<file path="config.mk">
export PLATFORM = sky130hd
export DESIGN_NAME = ir_distance_trimmed_average
export DESIGN_NICKNAME = d
export VERILOG_FILES = /design/src/rtl/idta_pkg.sv /design/src/rtl/ir_distance_trimmed_average.sv /design/src/rtl/idta_div.sv /design/src/rtl/idta_dp.sv /design/src/rtl/idta_ctrl.sv
export SDC_FILE = /design/constraint.sdc
export NUM_CORES = 1
export LEC_CHECK = 0
export CAP_MARGIN = 20
export CORE_UTILIZATION = 40
export DETAILED_ROUTE_END_ITERATION = 12
export DONT_BUFFER_PORTS = 1
export SLEW_MARGIN = 20
export SYNTH_ARGS = -nofsm -noshare
export SYNTH_HDL_FRONTEND = slang
export SYNTH_SLANG_ARGS = --single-unit
</file>
<file path="constraint.sdc">
create_clock -name aclk -period 6.82 [get_ports aclk]
set_input_delay 1.705 -clock aclk [delete_from_list [all_inputs] [get_ports aclk]]
set_output_delay 1.705 -clock aclk [all_outputs]
set_load 0.03 [all_outputs]
</file>
<file path="src/rtl/idta_pkg.sv">
// Shared types and constants for the IR ranger trimmed-average block.
`default_nettype none

package idta_pkg;

    // Field and state widths
    localparam int DIST_W = 24;
    localparam int SUM_W  = 28;
    localparam int CNT_W  = 4;
    localparam int WIN_W  = 5;

    // Window length limits and reset value
    localparam logic [WIN_W-1:0] WIN_MIN   = 5'd2;
    localparam logic [WIN_W-1:0] WIN_MAX   = 5'd16;
    localparam logic [WIN_W-1:0] WIN_RESET = 5'd10;

    localparam logic [DIST_W-1:0] DIST_MAX = 24'hFFFFFF;

    // distance = (POS_K * 2^B - NEG_K * v + DEN_K/2 * v) / (DEN_K * v)
    localparam logic [17:0] CONV_POS_K = 18'd148480;
    localparam logic [16:0] CONV_NEG_K = 17'd88064;
    localparam logic [5:0]  CONV_DEN_K = 6'd50;

    // Register map (word index)
    localparam logic REG_WINDOW_LENGTH = 1'b0;

    typedef enum logic [7:0] {
        S_IDLE      = 8'b0000_0001,
        S_CONV_MUL  = 8'b0000_0010,
        S_CONV_LOAD = 8'b0000_0100,
        S_CONV_DIV  = 8'b0000_1000,
        S_ACCUM     = 8'b0001_0000,
        S_AVG_LOAD  = 8'b0010_0000,
        S_AVG_DIV   = 8'b0100_0000,
        S_EMIT      = 8'b1000_0000
    } state_t;

    typedef struct packed {
        logic load_sample;
        logic conv_mul;
        logic conv_load;
        logic accum;
        logic avg_load;
        logic out_load;
    } cmd_t;

    typedef struct packed {
        logic div_done;
        logic window_full;
        logic out_free;
    } sts_t;

endpackage

`default_nettype wire

</file>
<file path="src/rtl/ir_distance_trimmed_average.sv">
// Top level of the IR ranger distance averager with maximum rejection.
`default_nettype none

// Takes one raw IR ranger reading per request, converts it to a distance
// 47513.6/sample - 6.88 cm (at 12 bits) in units of 1/256 cm, rounded half up
// and saturated at 0xFFFFFF, and accumulates window_length distances. At the
// end of each window it emits (sum - largest) / (window_length - 1), rounded
// half up, and starts a new window. Both divisions share one restoring
// divider that produces one quotient bit per cycle over NW = max(ADC_BITS+18,
// 29) bits. A sample occupies the block while it is converted, and the
// sample that closes a window holds it further while the average is divided
// and handed to the output register once that register has room. A
// finished average waits in that register without holding up new samples.
// window_length sits at byte address 0; values below 2 act as 2 and above
// 16 as 16. Write it only while the block is idle.
module ir_distance_trimmed_average #(
    parameter int ADC_BITS = 12
) (
    input  wire logic                                 aclk,
    input  wire logic                                 aresetn,
    // Sample stream
    input  wire logic                                 s_axis_tvalid,
    output logic                                      s_axis_tready,
    input  wire logic [((ADC_BITS + 7) / 8) * 8 - 1:0] s_axis_tdata,  // adc_sample
    // Average stream
    output logic                                      m_axis_tvalid,
    input  wire logic                                 m_axis_tready,
    output logic [idta_pkg::DIST_W-1:0]               m_axis_tdata,  // mean_distance
    // Configuration
    input  wire logic                                 psel,
    input  wire logic                                 penable,
    input  wire logic                                 pwrite,
    input  wire logic [2:0]                           paddr,
    input  wire logic [31:0]                          pwdata,
    output logic [31:0]                               prdata,
    output logic                                      pready
);

    logic [idta_pkg::WIN_W-1:0] window_length_reg;
    idta_pkg::cmd_t             cmd;
    idta_pkg::sts_t             sts;

    assign pready = 1'b1;

    always_ff @(posedge aclk) begin
        if (!aresetn) begin
            window_length_reg <= idta_pkg::WIN_RESET;
        end else if (psel && penable && pwrite && pready
                     && paddr[2] == idta_pkg::REG_WINDOW_LENGTH) begin
            window_length_reg <= pwdata[idta_pkg::WIN_W-1:0];
        end
    end

    assign prdata = (paddr[2] == idta_pkg::REG_WINDOW_LENGTH)
                  ? {{(32 - idta_pkg::WIN_W){1'b0}}, window_length_reg} : '0;

    idta_ctrl u_ctrl (
        .aclk     (aclk),
        .aresetn  (aresetn),
        .in_valid (s_axis_tvalid),
        .in_ready (s_axis_tready),
        .sts      (sts),
        .cmd      (cmd)
    );

    idta_dp #(
        .ADC_BITS (ADC_BITS)
    ) u_dp (
        .aclk          (aclk),
        .aresetn       (aresetn),
        .cmd           (cmd),
        .sts           (sts),
        .sample_i      (s_axis_tdata[ADC_BITS-1:0]),
        .window_length (window_length_reg),
        .out_ready     (m_axis_tready),
        .out_valid     (m_axis_tvalid),
        .out_data      (m_axis_tdata)
    );

endmodule

`default_nettype wire

</file>
<file path="src/rtl/idta_div.sv">
// Restoring divider, one quotient bit per cycle.
`default_nettype none

module idta_div #(
    parameter int NW = 30,
    parameter int DW = 18
) (
    input  wire logic          aclk,
    input  wire logic          aresetn,
    input  wire logic          start,
    input  wire logic [NW-1:0] num_i,
    input  wire logic [DW-1:0] den_i,
    output logic               done_o,
    output logic [NW-1:0]      quo_o
);

    localparam int CW = $clog2(NW + 1);

    logic [NW-1:0] quo_reg;
    logic [DW-1:0] rem_reg;
    logic [DW-1:0] den_reg;
    logic [CW-1:0] cnt_reg;

    logic [DW:0]   trial;
    logic [DW:0]   diff;
    logic          ge;

    assign trial = {rem_reg, quo_reg[NW-1]};
    assign diff  = trial - {1'b0, den_reg};
    assign ge    = trial >= {1'b0, den_reg};

    always_ff @(posedge aclk) begin
        if (!aresetn) begin
            cnt_reg <= '0;
        end else if (start) begin
            cnt_reg <= CW'(NW);
        end else if (cnt_reg != '0) begin
            cnt_reg <= cnt_reg - 1'b1;
        end
    end

    always_ff @(posedge aclk) begin
        if (start) begin
            quo_reg <= num_i;
            rem_reg <= '0;
            den_reg <= den_i;
        end else if (cnt_reg != '0) begin
            quo_reg <= {quo_reg[NW-2:0], ge};
            rem_reg <= ge ? diff[DW-1:0] : trial[DW-1:0];
        end
    end

    assign done_o = (cnt_reg == '0);
    assign quo_o  = quo_reg;

endmodule

`default_nettype wire

</file>
<file path="src/rtl/idta_dp.sv">
// Datapath: sample conversion, window accumulation, averaging and output register.
`default_nettype none

module idta_dp #(
    parameter int ADC_BITS = 12
) (
    input  wire logic                            aclk,
    input  wire logic                            aresetn,
    input  wire idta_pkg::cmd_t                  cmd,
    output idta_pkg::sts_t                       sts,
    input  wire logic [ADC_BITS-1:0]             sample_i,
    input  wire logic [idta_pkg::WIN_W-1:0]      window_length,
    input  wire logic                            out_ready,
    output logic                                 out_valid,
    output logic [idta_pkg::DIST_W-1:0]          out_data
);

    localparam int PW = ADC_BITS + 17;                 // 88064 * v
    localparam int DW = ADC_BITS + 6;                  // 50 * v
    localparam int NW = (ADC_BITS + 18 > 29) ? ADC_BITS + 18 : 29;

    logic [ADC_BITS-1:0]             sample_reg;
    logic [PW-1:0]                   prod_reg;
    logic [DW-1:0]                   den_reg;
    logic [idta_pkg::SUM_W-1:0]      sum_reg;
    logic [idta_pkg::DIST_W-1:0]     peak_reg;
    logic [idta_pkg::CNT_W-1:0]      count_reg;
    logic [idta_pkg::DIST_W-1:0]     out_data_reg;
    logic                            out_valid_reg;

    logic [ADC_BITS-1:0]             v;
    logic [NW-1:0]                   pos;
    logic [NW-1:0]                   conv_num;
    logic [idta_pkg::WIN_W-1:0]      w;
    logic [idta_pkg::WIN_W-1:0]      wm1;
    logic [idta_pkg::SUM_W-1:0]      trimmed;
    logic [NW-1:0]                   avg_num;
    logic [NW-1:0]                   div_num;
    logic [DW-1:0]                   div_den;
    logic                            div_done;
    logic [NW-1:0]                   quo;
    logic [idta_pkg::DIST_W-1:0]     dist_val;
    logic [idta_pkg::DIST_W-1:0]     peak_next;
    logic [idta_pkg::SUM_W-1:0]      sum_next;
    logic [idta_pkg::WIN_W-1:0]      taken;
    logic                            full;

    // A zero reading counts as one
    assign v   = (sample_reg == '0) ? ADC_BITS'(1) : sample_reg;
    assign pos = NW'(idta_pkg::CONV_POS_K) << ADC_BITS;

    // Clamped to zero when the line goes negative; DEN_K*v/2 rounds half up
    assign conv_num = (pos <= NW'(prod_reg)) ? '0
                    : pos - NW'(prod_reg) + NW'(den_reg >> 1);

    assign w = (window_length < idta_pkg::WIN_MIN) ? idta_pkg::WIN_MIN
             : (window_length > idta_pkg::WIN_MAX) ? idta_pkg::WIN_MAX
             : window_length;
    assign wm1 = w - 1'b1;

    assign trimmed = (sum_reg >= idta_pkg::SUM_W'(peak_reg))
                   ? sum_reg - idta_pkg::SUM_W'(peak_reg) : '0;
    assign avg_num = NW'(trimmed) + NW'(wm1 >> 1);

    assign div_num = cmd.avg_load ? avg_num : conv_num;
    assign div_den = cmd.avg_load ? DW'(wm1) : den_reg;

    idta_div #(
        .NW (NW),
        .DW (DW)
    ) u_div (
        .aclk    (aclk),
        .aresetn (aresetn),
        .start   (cmd.conv_load | cmd.avg_load),
        .num_i   (div_num),
        .den_i   (div_den),
        .done_o  (div_done),
        .quo_o   (quo)
    );

    assign dist_val = (quo[NW-1:idta_pkg::DIST_W] != '0) ? idta_pkg::DIST_MAX
                    : quo[idta_pkg::DIST_W-1:0];

    assign peak_next = (dist_val > peak_reg) ? dist_val : peak_reg;
    assign sum_next  = sum_reg + idta_pkg::SUM_W'(dist_val);
    assign taken     = {1'b0, count_reg} + 1'b1;
    assign full      = (taken >= w);

    always_ff @(posedge aclk) begin
        if (cmd.load_sample) begin
            sample_reg <= sample_i;
        end
        if (cmd.conv_mul) begin
            prod_reg <= PW'(idta_pkg::CONV_NEG_K) * PW'(v);
            den_reg  <= DW'(idta_pkg::CONV_DEN_K) * DW'(v);
        end
        if (cmd.out_load) begin
            out_data_reg <= quo[idta_pkg::DIST_W-1:0];
        end
    end

    always_ff @(posedge aclk) begin
        if (!aresetn) begin
            sum_reg       <= '0;
            peak_reg      <= '0;
            count_reg     <= '0;
            out_valid_reg <= 1'b0;
        end else begin
            if (cmd.accum) begin
                sum_reg   <= sum_next;
                peak_reg  <= peak_next;
                count_reg <= full ? '0 : taken[idta_pkg::CNT_W-1:0];
            end else if (cmd.avg_load) begin
                // Window consumed by the divider load
                sum_reg  <= '0;
                peak_reg <= '0;
            end
            if (cmd.out_load) begin
                out_valid_reg <= 1'b1;
            end else if (out_ready) begin
                out_valid_reg <= 1'b0;
            end
        end
    end

    assign sts.div_done    = div_done;
    assign sts.window_full = full;
    assign sts.out_free    = !out_valid_reg || out_ready;

    assign out_valid = out_valid_reg;
    assign out_data  = out_data_reg;

endmodule

`default_nettype wire

</file>
<file path="src/rtl/idta_ctrl.sv">
// Controller: sequences conversion, accumulation and averaging of one sample.
`default_nettype none

module idta_ctrl (
    input  wire logic           aclk,
    input  wire logic           aresetn,
    input  wire logic           in_valid,
    output logic                in_ready,
    input  wire idta_pkg::sts_t sts,
    output idta_pkg::cmd_t      cmd
);

    idta_pkg::state_t state_reg;
    idta_pkg::state_t state_next;

    always_comb begin
        state_next = state_reg;
        cmd        = '0;
        case (state_reg)
            idta_pkg::S_IDLE: begin
                if (in_valid) begin
                    cmd.load_sample = 1'b1;
                    state_next      = idta_pkg::S_CONV_MUL;
                end
            end
            idta_pkg::S_CONV_MUL: begin
                cmd.conv_mul = 1'b1;
                state_next   = idta_pkg::S_CONV_LOAD;
            end
            idta_pkg::S_CONV_LOAD: begin
                cmd.conv_load = 1'b1;
                state_next    = idta_pkg::S_CONV_DIV;
            end
            idta_pkg::S_CONV_DIV: begin
                if (sts.div_done) begin
                    state_next = idta_pkg::S_ACCUM;
                end
            end
            idta_pkg::S_ACCUM: begin
                cmd.accum  = 1'b1;
                state_next = sts.window_full ? idta_pkg::S_AVG_LOAD : idta_pkg::S_IDLE;
            end
            idta_pkg::S_AVG_LOAD: begin
                cmd.avg_load = 1'b1;
                state_next   = idta_pkg::S_AVG_DIV;
            end
            idta_pkg::S_AVG_DIV: begin
                if (sts.div_done) begin
                    state_next = idta_pkg::S_EMIT;
                end
            end
            idta_pkg::S_EMIT: begin
                // Wait for room in the output register
                if (sts.out_free) begin
                    cmd.out_load = 1'b1;
                    state_next   = idta_pkg::S_IDLE;
                end
            end
            default: begin
                state_next = idta_pkg::S_IDLE;
            end
        endcase
    end

    always_ff @(posedge aclk) begin
        if (!aresetn) begin
            state_reg <= idta_pkg::S_IDLE;
        end else begin
            state_reg <= state_next;
        end
    end

    assign in_ready = (state_reg == idta_pkg::S_IDLE);

endmodule

`default_nettype wire

</file>
======== Word level (Yosys, flattened, before mapping) ========
Index checks and enable logic that the tools add are counted.
storage, ports and cells
  output and inout port bits .............. 59
  register bits ........................... 212
  bits of input ports ..................... 58
  logic and storage cells ................. 102
operators by class
  reductions and logical operators ........ 15
  multiplexer cells ....................... 36
  bitwise logic cells ..................... 3
  equality and inequality tests ........... 13
  $mul .................................... 2
  magnitude comparators ................... 7
  add/sub/neg operators ................... 9
operators with widths
  cell                      number
  $mux W30                  4
  $mux W24                  4
  $mux W28                  3
  $pmux W8 S8               1
  $mux W8                   4
  $add A30 B17 Y30          1
  $le A30 B29 Y1 const A    1
  $mux W5                   6
  $sub A30 B29 Y30 const A  1
  $add A28 B4 Y29           1
  $add A28 B24 Y28          1
  $ge A28 B24 Y1            1
  $sub A28 B24 Y28          1
  $gt A24 B24 Y1            1
  $ge A19 B18 Y1            1
  $mul A6 B12 Y18 const A   1
  $mux W18                  1
  $sub A18 B18 Y18          1
  $mul A5 B12 Y17 const A   1
  $logic_not A12 Y1         1
  $mux W12                  1
  $mux W1                   10
  $sub A5 B1 Y5 const B     2
  $eq A8 B1 Y1 const B      1
  other kinds (27)          35

======== Longest topological paths before layout ========
Gate-level depths: netlist of the first run.
  depth in word-level cells ............... 7
  depth in mapped cells ................... 23
  mapped depth without buffers ............ 21

======== Modules after synthesis ========
Synthesis of the first run repeated with hierarchy kept, for this count alone.
second synthesis, totals
  cell total of the unflattened synthesis .. 1,874
  area total of the unflattened synthesis .. 17,184.0 µm²
modules (own cells, without submodules)
  module                       area an instance (µm²)  times used  seq. area each (µm²)  cells an instance
  idta_dp                      12,280.5                1           3,243.1               1,389
  idta_div                     3,916.3                 1           1,901.8               368
  idta_ctrl                    503.0                   1           160.2                 59
  ir_distance_trimmed_average  484.2                   1           100.1                 58

======== Least setup slack after synthesis of the first run ========
OpenSTA, ideal clock, no wires.
  kind .................................... register to register
  start point ............................. register u_dp.sample_reg[10]
  end point ............................... register u_dp.prod_reg[28] (data pin)
  stages on the path, launching flop included .. 23
  path slack .............................. 1.994 ns
  required time ........................... 6.562 ns
  clock period less this slack ............ 4.826 ns
  arrival ................................. 4.568 ns
  setup time .............................. 0.258 ns
  path buffers ............................ 1
  path through ............................ edfxtp_1 -> inv_1 -> ha_1 -> and4_1 -> and3_1 -> clkbuf_1 -> nor2_1 -> ha_1 -> ha_1 -> inv_1 -> fa_1 -> inv_1 -> fa_1 -> a21o_1 -> a21oi_1 -> o21bai_1 -> a21o_1 -> a21oi_1 -> o21ai_0 -> o41ai_1 -> o21bai_1 -> a21oi_1 -> xnor2_1
on the way
  longest elaborated chain between the ends .. 3
RTL lines
  what                      line           RTL
  start: declaration        idta_dp.sv:22  logic [ADC_BITS-1:0] sample_reg;
  start signal: assignment  idta_dp.sv:91  sample_reg <= sample_i;
  $logic_not A12 Y1         idta_dp.sv:49  assign v = (sample_reg == '0) ? ADC_BITS'(1) : sample_reg;
  $mux W12 *                idta_dp.sv:49
  $mul A6 B12 Y18 *         idta_dp.sv:94  prod_reg <= PW'(idta_pkg::CONV_NEG_K) * PW'(v);
  end signal: assignment    idta_dp.sv:94
  end: declaration          idta_dp.sv:23  logic [PW-1:0] prod_reg;
Mark *: on every way between the ends. The rest lies on a longest branch, timed or not.
A chain may end at the register's enable or synchronous reset.

======== Worst setup path in the final report of the first run ========
Same ends and word-level chain as after synthesis.

==> impl_metrics.env, run 1 <==
export IMPL_status="complete, no violations"
export IMPL_maxCapViolCount=0
export IMPL_setup_tns_ns=0
export IMPL_fmax_mhz=185
export IMPL_diodes=0
export IMPL_ys_seq_area_share_pct=32.7
export IMPL_first_global_vias=12300
export IMPL_seq_area_mm2=0.00541
export IMPL_required_ns=7.11
export IMPL_worstSetupStartpointType="register"
export IMPL_cts_setup_buffers=0
export IMPL_grt_pass1_wl_um=64500
export IMPL_largest_register_ffs=30
export IMPL_worstHoldPathType="reg -> reg"
export IMPL_post_route_min_period_ns=5.42
export IMPL_slew_violations=0
export IMPL_grt_max_degree=102
export IMPL_worstMarginPinSlew_ns=0.910
export IMPL_end_kind="register"
export IMPL_start_util_pct=40.5
export IMPL_setup_slack_ns=1.40
export IMPL_drt_wl_total_um=40300
export IMPL_rsz0062_at_grt="no"
export IMPL_core_area_mm2=0.0407
export IMPL_p_per_area_mw_per_mm2=282
export IMPL_crit_type="reg -> reg"
export IMPL_fin_crit_sh_pct=79.4
export IMPL_post_place_ws_ns=1.40
export IMPL_post_drt_wl_per_cell_um=17.1
export IMPL_grt_total_usage_pct=19.1
export IMPL_hold_slack_ns=0.469
export IMPL_synthToLayoutAreaGrowth_pct=8.00
export IMPL_die_area_mm2=0.0421
export IMPL_relSlewSlack_pct=38.7
export IMPL_cts_root_buf="clkbuf_16"
export IMPL_drc=0
export IMPL_viasPerCell=5.52
export IMPL_die_y_um=205
export IMPL_nets=2080
export IMPL_clk_latency_ns=0.55
export IMPL_io_buffers=0
export IMPL_cts_max_path_buffers=3
export IMPL_yosysWarnings=0
export IMPL_numCtsBuffers=26
export IMPL_fillers=3958
export IMPL_row_count=74
export IMPL_firstDrtPassIters=5
export IMPL_path_max_fanout=7
export IMPL_grt_overflow=0
export IMPL_io_pins=117
export IMPL_cts_resized=0
export IMPL_multiInputGateArea_mm2=0.0101
export IMPL_arrival_ns=5.70
export IMPL_final_antenna_net_count=0
export IMPL_syn_avg_cell_area_um2=8.98
export IMPL_synth_area_mm2=0.0165
export IMPL_setup_viol=0
export IMPL_h_tree_depth=1
export IMPL_cts_sinks=211
export IMPL_cts_tree="built"
export IMPL_layout_drive_gt1_share_pct=6.24
export IMPL_peakVddDrop_mv=0.193
export IMPL_clock_skew_ns=0.0112
export IMPL_die_w_um=205
export IMPL_synthCells=1837
export IMPL_instances_no_fill=2359
export IMPL_ys_types=89
export IMPL_grt_antenna_before_repair=0
export IMPL_synth_edff_count=118
export IMPL_synth_top_flop_cell="edfxtp_1"
export IMPL_gp_congestion=0.863
export IMPL_drtIter0Drc=915
export IMPL_path_clk_slew_ns=0.05
export IMPL_dpl_cell_count=2311
export IMPL_hold_buffers=0
export IMPL_p_leak_nw=7.51
export IMPL_hold_viol=0
export IMPL_hpwl_um=30800
export IMPL_vias=13000
export IMPL_ys_ff_latch=211
export IMPL_async_flop_share_pct=0
## critical path: stages (launching register included)
cell      delay (ns)
edfxtp_1        0.43
inv_1           0.11
ha_1            0.21
and4_1          0.23
and3_1          0.27
nor2_1          0.38
ha_1            0.34
ha_1            0.29
inv_1           0.05
fa_1            0.50
inv_1           0.07
fa_1            0.46
a21o_1          0.17
a21oi_1         0.22
o21bai_1        0.09
a21o_1          0.21
a21oi_1         0.19
o21ai_0         0.17
o41ai_1         0.42
o21bai_1        0.11
a21oi_1         0.19
xnor2_1         0.08
## cells in the mapped netlist (all sizes together), types with 39 or more instances
cell type	instances	share of area, %
nor2b	43	1.6
nand2	95	2.2
buf	39	1.6
clkbuf	57	1.3
inv	166	3.8
ha	187	14
dfxtp	93	11
o21ai	117	3.6
nor2	113	2.6
edfxtp	118	21
xnor2	68	3.6
nand3	93	2.8
a21o	43	2.0
a21oi	121	3.8
## power breakdown
group	switching, mW	internal [mW]
combinational	0.985	0.715
clock	0.563	0.908
sequential	0.184	1.67
total	1.73	3.29
## area by class of cell
type / instances / share of cell area (%)
multi-input combinational: 1389 / 56.8
sequential: 211 / 30.3
clock buffer: 30 / 3.85
tap: 532 / 3.73
inverter: 167 / 3.52
clock inverter: 18 / 1.24
timing repair buffer: 12 / 0.505
## cells in the final DEF, fill, tap and decap left out, drive strengths merged, types with 30 or more instances in the layout
cell	count
dfxtp	93
edfxtp	118
nor2b	43
o21ai	117
a21o	43
inv	166
nor2	113
nor3	35
nand3	93
xor2	35
or2	30
clkbuf	30
a21oi	121
xnor2	68
ha	187
nand2	95
## through the flow
step           instance area, um^2  total power, mW  util (%)
2_1_floorplan                16600             3.17         -
3_3_place_gp                 16900             3.54      41.5
3_5_place_dp                 16900             3.57      41.5
4_1_cts                      17800             5.07      43.8
5_1_grt                      17800             5.38      43.8
6_report                     17800             5.03      43.8
## per-layer routing
metal / part of all wire (%) / GRT usage (%) / vias to the layer above
met5: 0 / 0 / -
met4: 2.6 / 5.08 / 0
met3: 5.5 / 3.44 / 51
met2: 45 / 30.6 / 307
met1: 47 / 26.3 / 6216
li1: - / - / 6452
## final timing paths
path | start | end | slack (ns) | depth (start not counted)
max reg2reg | u_dp.sample_reg[10] | u_dp.prod_reg[28] | 1.40 | 21
min | u_dp.peak_reg[22] | u_dp.peak_reg[22] | 0.47 | 2
min reg2reg | u_dp.peak_reg[22] | u_dp.peak_reg[22] | 0.47 | 2
max | u_dp.sample_reg[10] | u_dp.prod_reg[28] | 1.40 | 21
## logic make-up (layout without fill, tap and decap cells)
logic type               Yosys count  after routing  synth area share [%]
XOR/XNOR                         103            103                  5.47
AND/OR/NAND/NOR                  560            560                  17.9
other                              2             28                0.0455
flip-flops                       211            211                  32.7
adder cells (fa/ha/maj)          215            215                  17.6
multiplexers                      27             27                  1.66
buffers and inverters            263            227                  6.69
AO/OA/AOI/OAI                    456            456                  18.0
Note: power is estimated with default switching activity, not from simulation.
==> inputs of run 2 (changes only) <==
clock period = 4.7 ns   (was 6.82 ns; I/O delays follow)
==> impl_metrics.env, run 2 (same netlist as run 1, synthesis figures left out) <==
export IMPL_p_per_area_mw_per_mm2=400
export IMPL_cts_root_buf="clkbuf_16"
export IMPL_mostFrequentLayoutCell="ha_1"
export IMPL_final_antenna_net_count=0
export IMPL_path_max_fanout=6
export IMPL_diodes=0
export IMPL_setup_viol=0
export IMPL_rsz0062_at_grt="yes"
export IMPL_cts_tree="built"
export IMPL_fmax_mhz=222
export IMPL_io_pins=117
export IMPL_numCtsBuffers=26
export IMPL_drc=0
export IMPL_die_y_um=205
export IMPL_cts_sinks=211
export IMPL_wl_met1_um=20100
export IMPL_die_w_um=205
export IMPL_met2_length_um=19500
export IMPL_hold_slack_ns=0.472
export IMPL_start_util_pct=40.5
export IMPL_grt_pass1_wl_um=66500
export IMPL_firstDrtPassIters=5
export IMPL_route_met3_wl_um=1790
export IMPL_arrival_ns=4.80
export IMPL_fillers=3946
export IMPL_instances_no_fill=2451
export IMPL_multiInputGateArea_mm2=0.0104
export IMPL_path_clk_slew_ns=0.06
export IMPL_required_ns=5.00
export IMPL_layout_drive_gt1_share_pct=13.0
export IMPL_final_core_util_pct=45.9
export IMPL_core_area_mm2=0.0407
export IMPL_io_buffers=0
export IMPL_gp_congestion=0.847
export IMPL_viasPerCell=5.42
export IMPL_drtIter0Drc=881
export IMPL_h_tree_depth=1
export IMPL_post_drt_wl_per_cell_um=17.2
export IMPL_nets=2173
export IMPL_first_global_vias=12600
export IMPL_final_cell_mix="ha_1 (173), inv_1 (159), edfxtp_1 (118)"
export IMPL_worstHoldPathType="reg -> reg"
export IMPL_clock_skew_ns=0.0171
export IMPL_fin_crit_sh_pct=95.7
export IMPL_peakVddDrop_mv=0.272
export IMPL_vias=13300
export IMPL_clk_latency_ns=0.56
export IMPL_post_route_min_period_ns=4.50
export IMPL_hpwl_um=31800
export IMPL_setup_tns_ns=0
export IMPL_cts_max_path_buffers=3
export IMPL_worstMarginPinSlew_ns=0.873
export IMPL_status="complete, no violations"
export IMPL_relSlewSlack_pct=41.7
export IMPL_grt_max_degree=102
export IMPL_grt_total_usage_pct=19.8
export IMPL_maxCapViolCount=0
export IMPL_drt_wl_total_um=42200
export IMPL_largest_register_ffs=30
export IMPL_top_layer_used="met4"
export IMPL_crit_type="reg -> reg"
export IMPL_grt_antenna_before_repair=0
export IMPL_hold_viol=0
export IMPL_synthToLayoutAreaGrowth_pct=13.3
export IMPL_p_leak_nw=7.93
export IMPL_hold_buffers=0
export IMPL_worstSetupStartpointType="register"
export IMPL_slew_violations=0
export IMPL_seq_area_mm2=0.00541
export IMPL_dpl_cell_count=2397
export IMPL_grt_overflow=0
export IMPL_die_area_mm2=0.0421
export IMPL_end_kind="register"
export IMPL_row_count=74
run 2: cell types whose count changed in the layout (fill, tap and decap cells not counted), moves of 4 or more:
cell      change
buf_4        +93
ha_1         -14
ha_4         +11
a21oi_1       -7
a21oi_2       +7
inv_1         -7
inv_2         +7
clkbuf_1      +4
run 2: final timing paths:
kind,from,end,cells past startpoint,slack [ns]
worst min-delay path,u_dp.peak_reg[15],u_dp.peak_reg[15],2,0.47
worst max register to register,u_dp.sample_reg[5],u_dp.prod_reg[27],20,0.20
worst min register to register,u_dp.peak_reg[15],u_dp.peak_reg[15],2,0.47
worst max-delay path,u_dp.sample_reg[5],u_dp.prod_reg[27],20,0.20
run 2: what timing repair did:
item	4_1_cts	5_1_grt
resized for setup	11	44
pin swaps	4	39
setup buffers	1	7
setup endpoints to repair	6	21
run 2: final cells by class:
cell class	count	area share, %
clock buffers	34	3.69
clock inverters	13	0.642
inverters	167	3.35
multi-input cells	1389	55.6
flip-flops and latches	211	28.9
well taps	532	3.56
repair buffers	105	4.21
run 2: worst max-delay path: stages (launching register included):
cell	delay [ns]
edfxtp_1	0.42
inv_2	0.10
ha_4	0.14
and4_4	0.23
and3_4	0.25
nor2_1	0.08
ha_1	0.30
inv_1	0.06
fa_1	0.52
inv_1	0.05
fa_1	0.52
ha_4	0.22
inv_1	0.05
o21bai_1	0.08
a21o_1	0.19
a21oi_2	0.19
o21ai_2	0.09
o41ai_2	0.38
o21bai_1	0.12
a21oi_1	0.16
xnor2_1	0.09
run 2: where the power goes:
group / internal, mW / leakage, nW / switching [mW]
Sequential: 2.43 / 1.86 / 0.262
Combinational: 1.28 / 5.67 / 1.56
Clock: 1.14 / 0.397 / 0.810
run 2: metrics by stage:
stage / area, um^2 / setup WS, ns / total power [mW]
finish: 18700 / 0.204 / 7.48
detailed placement: 17600 / -0.208 / 5.36
CTS: 18400 / 0.00569 / 7.37
global placement: 17600 / -0.0971 / 5.29
global route: 18700 / -0.0626 / 7.97
floorplan: 16600 / 0.0448 / 4.61
run 2: per-layer routing:
| metal | vias to the layer above | track usage, % |
|---|---|---|
| met5 | - | 0 |
| met4 | 0 | 3.97 |
| met3 | 44 | 2.59 |
| met2 | 272 | 32.6 |
| met1 | 6340 | 27.6 |
| li1 | 6638 | - |
==> inputs of run 3 (changes only) <==
PLACE_DENSITY = 0.57   (was default)
RECOVER_POWER = 50   (was default)
==> impl_metrics.env, run 3 (same netlist as run 1, synthesis figures left out) <==
export IMPL_worstHoldPathType="reg -> reg"
export IMPL_hpwl_um=32000
export IMPL_reg2reg_from="u_dp.sample_reg[8]"
export IMPL_final_area_mm2=0.0188
export IMPL_crit_type="reg -> reg"
export IMPL_critical_path_buf_inv_count=5
export IMPL_clk_latency_ns=0.56
export IMPL_setup_tns_ns=0
export IMPL_end_kind="register"
export IMPL_cts_tree="built"
export IMPL_die_area_mm2=0.0421
export IMPL_fmax_mhz=220
export IMPL_grt_pass1_wl_um=66100
export IMPL_relSlewSlack_pct=-33.8
export IMPL_critPathLaunch="u_dp.sample_reg[8]"
export IMPL_slew_violations=42
export IMPL_required_ns=4.99
export IMPL_nets=2175
export IMPL_vias=13200
export IMPL_cp_depth=19
export IMPL_drc=0
export IMPL_h_tree_depth=1
export IMPL_clock_skew_ns=0.0218
export IMPL_status="finished, violations left"
export IMPL_cts_sinks=211
export IMPL_cellInternalPower_mw=5.07
export IMPL_p_sw_share_pct=34.1
export IMPL_arrival_ns=4.85
export IMPL_drtIter0Drc=685
export IMPL_gp_congestion=0.845
export IMPL_path_delay_family="adder cells"
export IMPL_cts_max_path_buffers=3
export IMPL_largest_register_ffs=30
export IMPL_finalPower_mw=7.70
export IMPL_post_place_ws_ns=-0.178
export IMPL_cpPeakStageDelay_ns=0.50
export IMPL_grt_overflow=0
export IMPL_setup_viol=0
export IMPL_p_per_area_mw_per_mm2=410
export IMPL_crit_slowest_cell="fa_1"
export IMPL_drt_wl_total_um=41600
export IMPL_final_cell_mix="ha_1 (177), inv_1 (159), edfxtp_1 (118)"
export IMPL_violations="capacitance limit, slew limit"
export IMPL_path_clk_slew_ns=0.06
export IMPL_hold_buffers=0
export IMPL_first_global_vias=12500
export IMPL_p_sw_mw=2.63
export IMPL_mostFrequentLayoutCell="ha_1"
export IMPL_die_w_um=205
export IMPL_post_route_min_period_ns=4.55
export IMPL_final_core_util_pct=46.1
export IMPL_row_count=74
export IMPL_layout_drive_gt1_share_pct=13.0
export IMPL_viasPerCell=5.39
export IMPL_worstMarginPinSlew_ns=2.01
export IMPL_postPlaceCellArea_mm2=0.0176
export IMPL_cp_endpoint="u_dp.prod_reg[27]"
export IMPL_r2r_end="u_dp.prod_reg[27]"
export IMPL_firstDrtPassIters=5
export IMPL_combPwrFrac_pct=36.1
export IMPL_path_max_fanout=6
export IMPL_ff2ff_setup_slack_ns=0.15
export IMPL_grt_total_usage_pct=19.7
export IMPL_start_util_pct=40.5
export IMPL_maxCapViolCount=1
export IMPL_rr_worst_depth=19
export IMPL_peakVddDrop_mv=0.220
export IMPL_power_share_sequential_pct=35.0
export IMPL_post_drt_wl_per_cell_um=16.9
export IMPL_worstPathCellList="inv_2 -> ha_4 -> and4_4 -> and3_4 -> buf_4 -> nor2_1 -> buf_4 -> ha_1 -> fa_1 -> inv_1 -> fa_1 -> inv_1 -> ha_1 -> a31oi_1 -> o21ai_2 -> o41ai_2 -> o21bai_1 -> a21oi_1 -> xnor2_1"
export IMPL_grt_antenna_before_repair=0
export IMPL_die_y_um=205
export IMPL_setup_slack_ns=0.147
export IMPL_worstSetupStartpointType="register"
export IMPL_diodes=0
export IMPL_synthToLayoutAreaGrowth_pct=13.9
export IMPL_numCtsBuffers=26
export IMPL_io_pins=117
export IMPL_p_leak_nw=8.00
export IMPL_io_buffers=0
export IMPL_grt_max_degree=102
export IMPL_final_antenna_net_count=0
export IMPL_hold_viol=0
export IMPL_clkPwrFrac_pct=28.9
export IMPL_cts_root_buf="clkbuf_16"
export IMPL_core_area_mm2=0.0407
export IMPL_fin_crit_sh_pct=96.9
[run 3: changes by cell type in the layout (fill, tap and decap cells not counted), sizes merged]
cell      before  now
clkbuf        34   39
clkinv        11    7
bufinv         2    5
buf          105  104
clkinvlp       0    1
inv          167  166
[run 3: worst min-delay path by stage]
stage | startpoint | end | slack, ns | cells past startpoint
floorplan | u_dp.u_div.rem_reg[17] | u_dp.u_div.rem_reg[17] | 0.43 | 2
global placement | u_dp.u_div.rem_reg[17] | u_dp.u_div.rem_reg[17] | 0.44 | 2
detailed placement | u_dp.u_div.rem_reg[17] | u_dp.u_div.rem_reg[17] | 0.45 | 2
CTS | u_dp.u_div.rem_reg[17] | u_dp.u_div.rem_reg[17] | 0.46 | 2
global route | u_dp.u_div.rem_reg[17] | u_dp.u_div.rem_reg[17] | 0.50 | 2
finish | u_dp.u_div.rem_reg[17] | u_dp.u_div.rem_reg[17] | 0.46 | 2
[run 3: cell type report]
| cell class | instances | area [um^2] |
|---|---|---|
| well taps | 532 | 666 |
| fillers | 3967 | 21900 |
| inverters | 167 | 627 |
| multi-input cells | 1389 | 10300 |
| clock inverters | 12 | 198 |
| flip-flops and latches | 211 | 5410 |
| clock buffers | 36 | 754 |
| repair buffers | 107 | 805 |
[run 3: per-stage QoR]
step / instances / hold WS [ns]
floorplan: 1863 / 0.426
global placement: 2398 / 0.438
detailed placement: 2398 / 0.447
CTS: 2446 / 0.460
global route: 2454 / 0.499
finish: 2454 / 0.459
[run 3: layer usage]
layer | up-vias | track usage [%] | wire, um
met4 | 0 | 4.15 | 688
li1 | 6655 | - | -
met2 | 278 | 31.7 | 18700
met3 | 49 | 2.75 | 1900
met5 | - | 0 | 0
met1 | 6247 | 28.0 | 20300
[run 3: worst register-to-register path, delay by kind of cell, from the launching register on]
family                   cells  cell delay (ns)
buffers and inverters        5             0.50
AO/OA/AOI/OAI                5             0.96
AND/OR/NAND/NOR              3             0.56
XOR/XNOR                     1             0.09
flip-flops                   1             0.40
adder cells (fa/ha/maj)      5             1.77
[run 3: power groups by stage]
| stage | clock (mW) | combinational [mW] | sequential [mW] |
|---|---|---|---|
| after detailed placement | 0 | 2.65 | 2.73 |
| after CTS | 2.28 | 2.69 | 2.70 |
| final | 2.23 | 2.78 | 2.69 |
| after floorplan | 0 | 2.02 | 2.58 |
| after global routing | 2.35 | 3.16 | 2.72 |
| after global placement | 0 | 2.60 | 2.73 |
[run 3: timing repair]
item / in CTS / in global routing
gates resized for setup: 8 / 42
buffers inserted: 0 / 8
setup endpoints to repair: 5 / 18
pin swaps: 3 / 24
